**config.mk**
```make
export PLATFORM = sky130hd
export DESIGN_NAME = voice_allocator_oldest_steal_unit
export DESIGN_NICKNAME = d
export VERILOG_FILES = /design/src/rtl/vaos_pkg.sv /design/src/rtl/vaos_scan.sv /design/src/rtl/voice_allocator_oldest_steal_unit.sv
export VERILOG_INCLUDE_DIRS = /design/src /design/src/rtl
export SDC_FILE = /design/constraint.sdc
export NUM_CORES = 1
export LEC_CHECK = 0
export BUFFER_PORTS_ARGS = -buffer_cell sky130_fd_sc_hd__buf_2
export CAP_MARGIN = 5
export CORE_ASPECT_RATIO = 0.75
export CORE_MARGIN = 4
export CORE_UTILIZATION = 42
export CTS_CLUSTER_DIAMETER = 40
export DETAILED_ROUTE_END_ITERATION = 12
export PLACE_DENSITY_LB_ADDON = 0.25
export RECOVER_POWER = 25
export SYNTH_ARGS = -nofsm -noshare
export SYNTH_HDL_FRONTEND = slang
export SYNTH_SLANG_ARGS = --single-unit
```
**constraint.sdc**
```tcl
create_clock -name aclk -period 14.5 [get_ports aclk]
set_clock_uncertainty 0.1 [all_clocks]
set_input_delay 2.9 -clock aclk [delete_from_list [all_inputs] [get_ports aclk]]
set_output_delay 2.9 -clock aclk [all_outputs]
set_load 0.1 [all_outputs]
```
**src/rtl/voice_allocator_oldest_steal_unit_macros.svh**
```systemverilog
// Assertion helpers shared by the voice allocator RTL.
`ifndef VOICE_ALLOCATOR_OLDEST_STEAL_UNIT_MACROS_SVH
`define VOICE_ALLOCATOR_OLDEST_STEAL_UNIT_MACROS_SVH

// Same-cycle implication, checked out of reset.
`define VAOS_ASSERT_IMPL(label, ante, cons, msg) \
    label: assert property (@(posedge aclk) disable iff (!aresetn) (ante) |-> (cons)) \
        else $error(msg);

// Next-cycle implication, checked out of reset.
`define VAOS_ASSERT_NEXT(label, ante, cons, msg) \
    label: assert property (@(posedge aclk) disable iff (!aresetn) (ante) |=> (cons)) \
        else $error(msg);

`endif

```
**src/rtl/vaos_pkg.sv**
```systemverilog
`timescale 1ns / 1ps

package vaos_pkg;

    localparam int VOICES_DEF = 8;
    localparam int AGE_W      = 32;
    localparam int NOTE_W     = 7;
    localparam int VEL_W      = 7;
    localparam int SLOT_W     = 3;
    localparam int MASK_W     = 8;
    localparam int FIN_W      = 3;
    localparam int LIMIT_W    = 4;
    localparam int CFG_ADDR_W = 1;
    localparam int CFG_DATA_W = 4;
    // wide enough for any voice count or index up to 32
    localparam int CMP_W      = 6;

    localparam logic [LIMIT_W-1:0] LIMIT_RESET = 4'd8;

    localparam logic [CFG_ADDR_W-1:0] CFG_VOICE_LIMIT   = 1'b0;
    localparam logic [CFG_ADDR_W-1:0] CFG_SAMPLE_LOADED = 1'b1;

    typedef enum logic [1:0] {
        MODE_NOTE_ON  = 2'd0,
        MODE_NOTE_OFF = 2'd1,
        MODE_ALL_OFF  = 2'd2,
        MODE_FINISHED = 2'd3
    } mode_t;

    typedef enum logic [1:0] {
        ST_IDLE,
        ST_SCAN,
        ST_COMMIT
    } state_t;

    typedef struct packed {
        logic step;
        logic first;
    } scan_ctl_t;

endpackage

```
**src/rtl/vaos_scan.sv**
```systemverilog
`timescale 1ns / 1ps

// One voice per step: track the first free voice and the oldest voice seen.
module vaos_scan #(
    parameter int VOICES = vaos_pkg::VOICES_DEF,
    localparam int IdxW  = (VOICES > 1) ? $clog2(VOICES) : 1
) (
    input  logic                      aclk,
    input  logic                      aresetn,
    input  vaos_pkg::scan_ctl_t       ctl,
    input  logic [IdxW-1:0]           idx,
    input  logic                      active,
    input  logic [vaos_pkg::AGE_W-1:0] age,
    output logic [IdxW-1:0]           pick
);

    logic                       found_reg;
    logic [IdxW-1:0]            free_idx_reg;
    logic [IdxW-1:0]            best_idx_reg;
    logic [vaos_pkg::AGE_W-1:0] best_age_reg;

    always_ff @(posedge aclk) begin
        if (!aresetn) begin
            found_reg <= 1'b0;
        end else if (ctl.step) begin
            if (ctl.first) begin
                found_reg <= !active;
            end else if (!found_reg && !active) begin
                found_reg <= 1'b1;
            end
        end
    end

    always_ff @(posedge aclk) begin
        if (ctl.step) begin
            if (ctl.first) begin
                free_idx_reg <= idx;
                best_idx_reg <= idx;
                best_age_reg <= age;
            end else begin
                if (!found_reg && !active) begin
                    free_idx_reg <= idx;
                end
                // strict compare keeps the lowest index on ties
                if (age < best_age_reg) begin
                    best_idx_reg <= idx;
                    best_age_reg <= age;
                end
            end
        end
    end

    assign pick = found_reg ? free_idx_reg : best_idx_reg;

endmodule

```
**src/rtl/voice_allocator_oldest_steal_unit.sv**
```systemverilog
`timescale 1ns / 1ps
// Channel   Dir  Handshake          Beat contents
// s_        in   s_valid/s_ready    mode, note_number, velocity, finished_voice
// m_        out  m_valid/m_ready    accepted, slot, stolen, velocity_out, masks
// cfg_      in   cfg_we             cfg_addr selects voice_limit or sample_loaded
//
// A note-on with a sample loaded scans the usable voices one per cycle through
// a single age comparator, then passes through commit to the result register;
// m_valid and s_ready rise together as commit loads the result. Any other beat
// skips the scan and goes straight from idle to commit.
// s_ready is high only while idle; a waiting result beat holds the next item in
// commit, which keeps s_ready low. Reset (aresetn, synchronous, active low)
// clears all voices, sets the age counter to 1, voice_limit to 8, sample_loaded to 0.
`include "voice_allocator_oldest_steal_unit_macros.svh"

module voice_allocator_oldest_steal_unit #(
    parameter int VOICES = vaos_pkg::VOICES_DEF
) (
    input  logic                            aclk,
    input  logic                            aresetn,
    input  logic                            s_valid,
    output logic                            s_ready,
    input  logic [1:0]                      s_mode,
    input  logic [vaos_pkg::NOTE_W-1:0]     s_note_number,
    input  logic [vaos_pkg::VEL_W-1:0]      s_velocity,
    input  logic [vaos_pkg::FIN_W-1:0]      s_finished_voice,
    output logic                            m_valid,
    input  logic                            m_ready,
    output logic                            m_accepted,
    output logic [vaos_pkg::SLOT_W-1:0]     m_slot,
    output logic                            m_stolen,
    output logic [vaos_pkg::VEL_W-1:0]      m_velocity_out,
    output logic [vaos_pkg::MASK_W-1:0]     m_released_mask,
    output logic [vaos_pkg::MASK_W-1:0]     m_active_mask,
    input  logic                            cfg_we,
    input  logic [vaos_pkg::CFG_ADDR_W-1:0] cfg_addr,
    input  logic [vaos_pkg::CFG_DATA_W-1:0] cfg_wdata
);

    localparam int IdxW  = (VOICES > 1) ? $clog2(VOICES) : 1;
    localparam int CntW  = $clog2(VOICES + 1);
    localparam int CmpW  = vaos_pkg::CMP_W;
    localparam int MaskW = vaos_pkg::MASK_W;
    localparam int PadW  = (VOICES > MaskW) ? VOICES : MaskW;
    localparam int AgeW  = vaos_pkg::AGE_W;
    localparam int NoteW = vaos_pkg::NOTE_W;
    localparam int VelW  = vaos_pkg::VEL_W;
    localparam int SlotW = vaos_pkg::SLOT_W;
    localparam int FinW  = vaos_pkg::FIN_W;
    localparam int LimW  = vaos_pkg::LIMIT_W;

    // ---------------------------------------------------------------- config
    logic [LimW-1:0] voice_limit_reg;
    logic            sample_loaded_reg;

    always_ff @(posedge aclk) begin
        if (!aresetn) begin
            voice_limit_reg   <= vaos_pkg::LIMIT_RESET;
            sample_loaded_reg <= 1'b0;
        end else if (cfg_we) begin
            unique case (cfg_addr)
                vaos_pkg::CFG_VOICE_LIMIT: begin
                    voice_limit_reg <= cfg_wdata[LimW-1:0];
                end
                vaos_pkg::CFG_SAMPLE_LOADED: begin
                    sample_loaded_reg <= cfg_wdata[0];
                end
                default: begin
                end
            endcase
        end
    end

    // Clamp polyphony to 1..VOICES.
    logic [CntW-1:0] usable;
    always_comb begin
        if (voice_limit_reg == '0) begin
            usable = CntW'(1);
        end else if (CmpW'(voice_limit_reg) > CmpW'(VOICES)) begin
            usable = CntW'(VOICES);
        end else begin
            usable = CntW'(voice_limit_reg);
        end
    end

    // ----------------------------------------------------------- voice table
    logic [VOICES-1:0] active_reg, active_next;
    logic [VOICES-1:0] gate_reg, gate_next;
    logic [NoteW-1:0]  note_reg [VOICES];
    logic [AgeW-1:0]   age_reg  [VOICES];
    logic [AgeW-1:0]   age_cnt_reg;

    // ------------------------------------------------------- captured beat
    vaos_pkg::mode_t  mode_reg;
    logic [NoteW-1:0] in_note_reg;
    logic [VelW-1:0]  in_vel_reg;
    logic [FinW-1:0]  in_fin_reg;

    // ------------------------------------------------------------- sequencer
    vaos_pkg::state_t state_reg, state_next;
    logic [IdxW-1:0]  idx_reg, idx_next;
    logic             accept_in;
    logic             out_load;
    logic             scan_last;

    assign s_ready   = (state_reg == vaos_pkg::ST_IDLE);
    assign accept_in = s_valid && s_ready;
    assign scan_last = (CmpW'(idx_reg) + CmpW'(1)) == CmpW'(usable);

    always_ff @(posedge aclk) begin
        if (!aresetn) begin
            state_reg <= vaos_pkg::ST_IDLE;
            idx_reg   <= '0;
        end else begin
            state_reg <= state_next;
            idx_reg   <= idx_next;
        end
    end

    always_comb begin
        state_next = state_reg;
        idx_next   = idx_reg;
        out_load   = 1'b0;
        unique case (state_reg)
            vaos_pkg::ST_IDLE: begin
                idx_next = '0;
                if (accept_in) begin
                    // only an allocating note-on needs the voice scan
                    if ((vaos_pkg::mode_t'(s_mode) == vaos_pkg::MODE_NOTE_ON)
                            && sample_loaded_reg) begin
                        state_next = vaos_pkg::ST_SCAN;
                    end else begin
                        state_next = vaos_pkg::ST_COMMIT;
                    end
                end
            end
            vaos_pkg::ST_SCAN: begin
                // advance one voice per cycle through the shared comparator
                if (scan_last) begin
                    state_next = vaos_pkg::ST_COMMIT;
                end else begin
                    idx_next = idx_reg + IdxW'(1);
                end
            end
            vaos_pkg::ST_COMMIT: begin
                // hold until the result register is free
                if (!m_valid || m_ready) begin
                    out_load   = 1'b1;
                    state_next = vaos_pkg::ST_IDLE;
                end
            end
            default: begin
                state_next = vaos_pkg::ST_IDLE;
            end
        endcase
    end

    always_ff @(posedge aclk) begin
        if (accept_in) begin
            mode_reg    <= vaos_pkg::mode_t'(s_mode);
            in_note_reg <= s_note_number;
            in_vel_reg  <= s_velocity;
            in_fin_reg  <= s_finished_voice;
        end
    end

    // ------------------------------------------------------ shared scan unit
    vaos_pkg::scan_ctl_t scan_ctl;
    logic [IdxW-1:0]     pick;

    assign scan_ctl.step  = (state_reg == vaos_pkg::ST_SCAN);
    assign scan_ctl.first = (idx_reg == '0);

    vaos_scan #(
        .VOICES (VOICES)
    ) u_scan (
        .aclk    (aclk),
        .aresetn (aresetn),
        .ctl     (scan_ctl),
        .idx     (idx_reg),
        .active  (active_reg[idx_reg]),
        .age     (age_reg[idx_reg]),
        .pick    (pick)
    );

    // ---------------------------------------------------------- commit step
    logic              alloc;
    logic [VOICES-1:0] hit;
    logic [VOICES-1:0] pick_sel;
    logic [VOICES-1:0] fin_sel;
    logic [CmpW-1:0]   pick_wide;

    assign alloc     = (mode_reg == vaos_pkg::MODE_NOTE_ON) && sample_loaded_reg;
    assign pick_wide = CmpW'(pick);

    always_comb begin
        for (int i = 0; i < VOICES; i++) begin
            hit[i]      = active_reg[i] && (note_reg[i] == in_note_reg);
            pick_sel[i] = (pick_wide == CmpW'(i));
            fin_sel[i]  = (CmpW'(in_fin_reg) == CmpW'(i));
        end
    end

    always_comb begin
        active_next = active_reg;
        gate_next   = gate_reg;
        unique case (mode_reg)
            vaos_pkg::MODE_NOTE_ON: begin
                if (alloc) begin
                    active_next = active_reg | pick_sel;
                    gate_next   = gate_reg | pick_sel;
                end
            end
            vaos_pkg::MODE_NOTE_OFF: begin
                gate_next = gate_reg & ~hit;
            end
            vaos_pkg::MODE_ALL_OFF: begin
                active_next = '0;
            end
            vaos_pkg::MODE_FINISHED: begin
                // an index past the table selects nothing
                active_next = active_reg & ~fin_sel;
            end
            default: begin
            end
        endcase
    end

    always_ff @(posedge aclk) begin
        if (!aresetn) begin
            active_reg  <= '0;
            gate_reg    <= '0;
            age_cnt_reg <= AgeW'(1);
            for (int i = 0; i < VOICES; i++) begin
                note_reg[i] <= '0;
                age_reg[i]  <= '0;
            end
        end else if (out_load) begin
            active_reg <= active_next;
            gate_reg   <= gate_next;
            if (alloc) begin
                age_cnt_reg <= age_cnt_reg + AgeW'(1);
                for (int i = 0; i < VOICES; i++) begin
                    if (pick_sel[i]) begin
                        note_reg[i] <= in_note_reg;
                        age_reg[i]  <= age_cnt_reg;
                    end
                end
            end
        end
    end

    // ---------------------------------------------------------- result beat
    logic [PadW-1:0] active_pad;
    logic [PadW-1:0] release_pad;
    logic            m_valid_reg;
    logic            m_accepted_reg;
    logic [SlotW-1:0] m_slot_reg;
    logic            m_stolen_reg;
    logic [VelW-1:0] m_vel_reg;
    logic [MaskW-1:0] m_released_reg;
    logic [MaskW-1:0] m_active_reg;

    assign active_pad  = PadW'(active_next);
    assign release_pad = PadW'(hit);

    always_ff @(posedge aclk) begin
        if (!aresetn) begin
            m_valid_reg <= 1'b0;
        end else if (out_load) begin
            m_valid_reg <= 1'b1;
        end else if (m_ready) begin
            m_valid_reg <= 1'b0;
        end
    end

    always_ff @(posedge aclk) begin
        if (out_load) begin
            m_accepted_reg <= alloc;
            m_slot_reg     <= alloc ? pick_wide[SlotW-1:0] : '0;
            m_stolen_reg   <= alloc && active_reg[pick];
            m_vel_reg      <= alloc ? in_vel_reg : '0;
            m_released_reg <= (mode_reg == vaos_pkg::MODE_NOTE_OFF)
                              ? release_pad[MaskW-1:0] : '0;
            m_active_reg   <= active_pad[MaskW-1:0];
        end
    end

    assign m_valid         = m_valid_reg;
    assign m_accepted      = m_accepted_reg;
    assign m_slot          = m_slot_reg;
    assign m_stolen        = m_stolen_reg;
    assign m_velocity_out  = m_vel_reg;
    assign m_released_mask = m_released_reg;
    assign m_active_mask   = m_active_reg;

    // ------------------------------------------------------------ assertions
    `VAOS_ASSERT_IMPL(a_scan_in_range, state_reg == vaos_pkg::ST_SCAN, CmpW'(idx_reg) < CmpW'(usable), "scan index past polyphony")
    `VAOS_ASSERT_IMPL(a_stolen_needs_accept, m_valid_reg && m_stolen_reg, m_accepted_reg, "stolen without allocation")
    `VAOS_ASSERT_IMPL(a_release_only_note_off, m_valid_reg && (m_released_reg != '0), !m_accepted_reg, "release mask on allocation")
    `VAOS_ASSERT_NEXT(a_alloc_sets_active, out_load && alloc, active_reg[pick_wide[IdxW-1:0]] && gate_reg[pick_wide[IdxW-1:0]], "allocated voice not active")

endmodule
```
==> metrics.csv <==
stage;metric;value;unit
logic_synthesis;yosys warns;0;
worst_setup_path;type of the worst setup path;flop to flop;
clocking;post-cts resize count;0;
timing;Fmax;126;MHz
routing;Detailed Route WL;45.5;mm
clocking;H-tree depth;2;
clocking;post-CTS setup buffer count;0;
grt;Total GRT Usage;18.2;%
timing;RSZ-0062 raised after global routing;false;
logic_synthesis;Synth area leaders;edfxtp_1, mux4_2, dfxtp_1;
worst_hold_path;Hold Crit Depth;2;
clocking;Sink Count;452;
floorplan;DIE AREA;50200;µm²
cells_and_area;Nets;1552;
clocking;Hold-fix buffers, CTS;0;
status;failing checks;capacitance limit, slew limit;
grt;GRT Residual Overflow;0;
timing;Slew HR;-122;%
worst_hold_path;type of the worst min-delay path;flop to flop;
floorplan;# IOs;59;
place;gpl congestion;0.824;
routing;drt drc;0;
power_and_ir_drop;Max VDD drop;0.0839;mV
timing;setup TNS;0;ns
worst_setup_path;worst-path fanout max;39;
worst_setup_path;reg-to-reg setup timing slack;6.54;ns
clocking;CTS buffer count;49;
clocking;worst skew pair latency;0.58;ns
logic_synthesis;EDFF count, synth;397;
floorplan;Cell Rows;68;
power_and_ir_drop;leakage;7.55;nW
worst_setup_path;Worst Path Required;14.61;ns
worst_setup_path;Reg2Reg Depth;9;
logic_synthesis;synthesized cell area;19600;µm²
worst_setup_path;r2r endpoint;u_scan.best_age_reg[22];
worst_setup_path;Critical Path Sink;u_scan.best_age_reg[22];
logic_synthesis;cell count after synthesis;1435;
logic_synthesis;Yosys top cell by area;edfxtp_1;
routing;Pre-Repair DR Iteration Count;5;
clocking;Max Buffers Root-to-Sink;3;
timing;worst hold margin;0.389;ns
logic_synthesis;Synth Area in Adders;2.17;%
timing;Slew @ Worst Pin;3.33;ns
logic_synthesis;post-synthesis mux area share;10.2;%
logic_synthesis;ys flop type;edfxtp_1;
logic_synthesis;top cell type's share of synthesized area;60.8;%
cells_and_area;ratio of cells with drive above 1 in the final layout;16.1;%
cells_and_area;# diodes;0;
logic_synthesis;FF+latch count, synth;452;
logic_synthesis;Compound-Gate Fraction of Synth Area;3.67;%
logic_synthesis;largest family of logic cells by synthesized area;simple AND/OR/NAND/NOR gates;
timing;final setup fails;0;
routing;number of DRC markers in iteration 0;1116;
timing;period utilization;54.9;%
place;Port Buffers;58;
power_and_ir_drop;pwr dens;131;nW/µm²
cells_and_area;Layout area overhead;13.4;%
worst_setup_path;Worst EP arrival;8.07;ns
clocking;TritonCTS clock tree;yes;
floorplan;Die Height;195;µm
timing;final max-slew violation count;169;
logic_synthesis;post-synthesis sequential area ratio;66.5;%
logic_synthesis;Netlist cell types;58;
floorplan;Initial Util;42.6;%
status;status;finished with violations;
job;maxcap violations;4;
routing;post-route ant nets;0;
timing;Tmin final;7.96;ns
logic_synthesis;Post-Syn Nets;1498;
routing;Via density;5.41;
timing;Hold Vio Cnt, Final;0;
floorplan;Core Region;46000;µm²
logic_synthesis;Mean Syn Cell Area;13.7;µm²
routing;WL/cell;21.0;µm
clocking;root buf cell;clkbuf_16;
worst_setup_path;Setup crit start kind;flop;
grt;via count of the first global-routing pass;11600;
logic_synthesis;xor-xnor portion of the synthesized cell area;3.13;%
grt;global-route wire length before repair;70.7;mm
floorplan;Die W;257;µm
worst_setup_path;Critical Path End Type;flop;
cells_and_area;Largest register FFs;256;
logic_synthesis;Synth Area in Simple Gates;11.2;%
logic_synthesis;Async SR Flop Fraction;0;%
place;post-DP HPWL;27.8;mm
routing;detailed-route via count;11700;
grt;initial antenna violation count;0;
clocking;Reg clk slew, reported paths;0.06;ns
grt;largest net degree at the start of global routing;60;
routing by layer:
layer	up-vias	part of all wire [%]	global-route usage, %
li1	5336	-	-
met1	5863	47	28.7
met2	420	42	25.7
met3	59	9.4	4.47
met4	0	1.6	3.49
met5	-	0	0
worst min-delay path by stage:
stage	to	startpoint	slack, ns
after floorplan	u_scan.best_idx_reg[2]	idx_reg[2]	0.32
after global placement	sample_loaded_reg	sample_loaded_reg	0.37
after detailed placement	sample_loaded_reg	sample_loaded_reg	0.38
after CTS	sample_loaded_reg	sample_loaded_reg	0.39
after global routing	sample_loaded_reg	sample_loaded_reg	0.42
final	sample_loaded_reg	sample_loaded_reg	0.39
final cells by class:
class / count / area, µm²
Inverter: 83 / 312
Clock buffer: 59 / 1310
Timing Repair Buffer: 77 / 420
Tap cell: 630 / 788
Sequential cell: 452 / 13000
Clock inverter: 33 / 337
Multi-Input combinational cell: 826 / 6030
Fill cell: 3995 / 23800
synthesized netlist by cell type (11+ instances only):
cell type	instances
mux2_2	35
nand4_1	19
edfxtp_1	397
nand3_1	33
ha_1	34
and2_1	11
buf_1	11
nand2_1	94
mux4_2	68
dfxtp_1	55
o21ai_0	31
nor2_1	268
xnor2_1	46
nor4_1	11
inv_1	82
a21oi_1	49
xor2_1	24
clkbuf_1	59
layout by cell type (no fill, tap or decap), types with 46 or more instances in the layout:
master     count
xnor2_1       46
nor2_1       268
mux4_2        68
inv_1         83
clkbuf_16     51
a21oi_1       49
buf_2         57
nand2_1       85
edfxtp_1     397
dfxtp_1       53
cells by family after synthesis:
kind of cell	count (synthesis)
compound gates	119
mux	111
buf+inv	157
flops	452
xor+xnor	70
simple gates	492
fa+ha+maj	34
where the power goes:
group,internal [W],switching [W],total (W),leakage (nW)
Sequential,0.00147,0.0000246,0.00149,4.29
Combinational,0.0000413,0.0000998,0.000141,2.46
Clock,0.000754,0.000520,0.00127,0.801
Total,0.00226,0.000644,0.00290,7.55
stage by stage:
step	cells	total power [W]	area (µm²)	worst slack (ns)	utilization, %
floorplan	1435	0.00161	19600	5.08	-
global placement	2068	0.00166	20600	8.34	44.7
detailed placement	2068	0.00166	20600	8.15	44.7
CTS	2160	0.00293	22200	8.74	48.3
global route	2160	0.00300	22200	5.50	48.3
finish	2160	0.00290	22200	6.54	48.3
critical path, cell delays in order (launching register included):
cell and delay (ns):
dfxtp_1 2.17, clkbuf_1 1.82, mux4_2 0.71, mux2_1 0.35, ha_1 0.22, or4b_2 0.60
o211ai_1 0.17, o2111ai_1 0.46, a2111oi_2 0.48, buf_4 0.45
(Power assumes the default switching activity.)
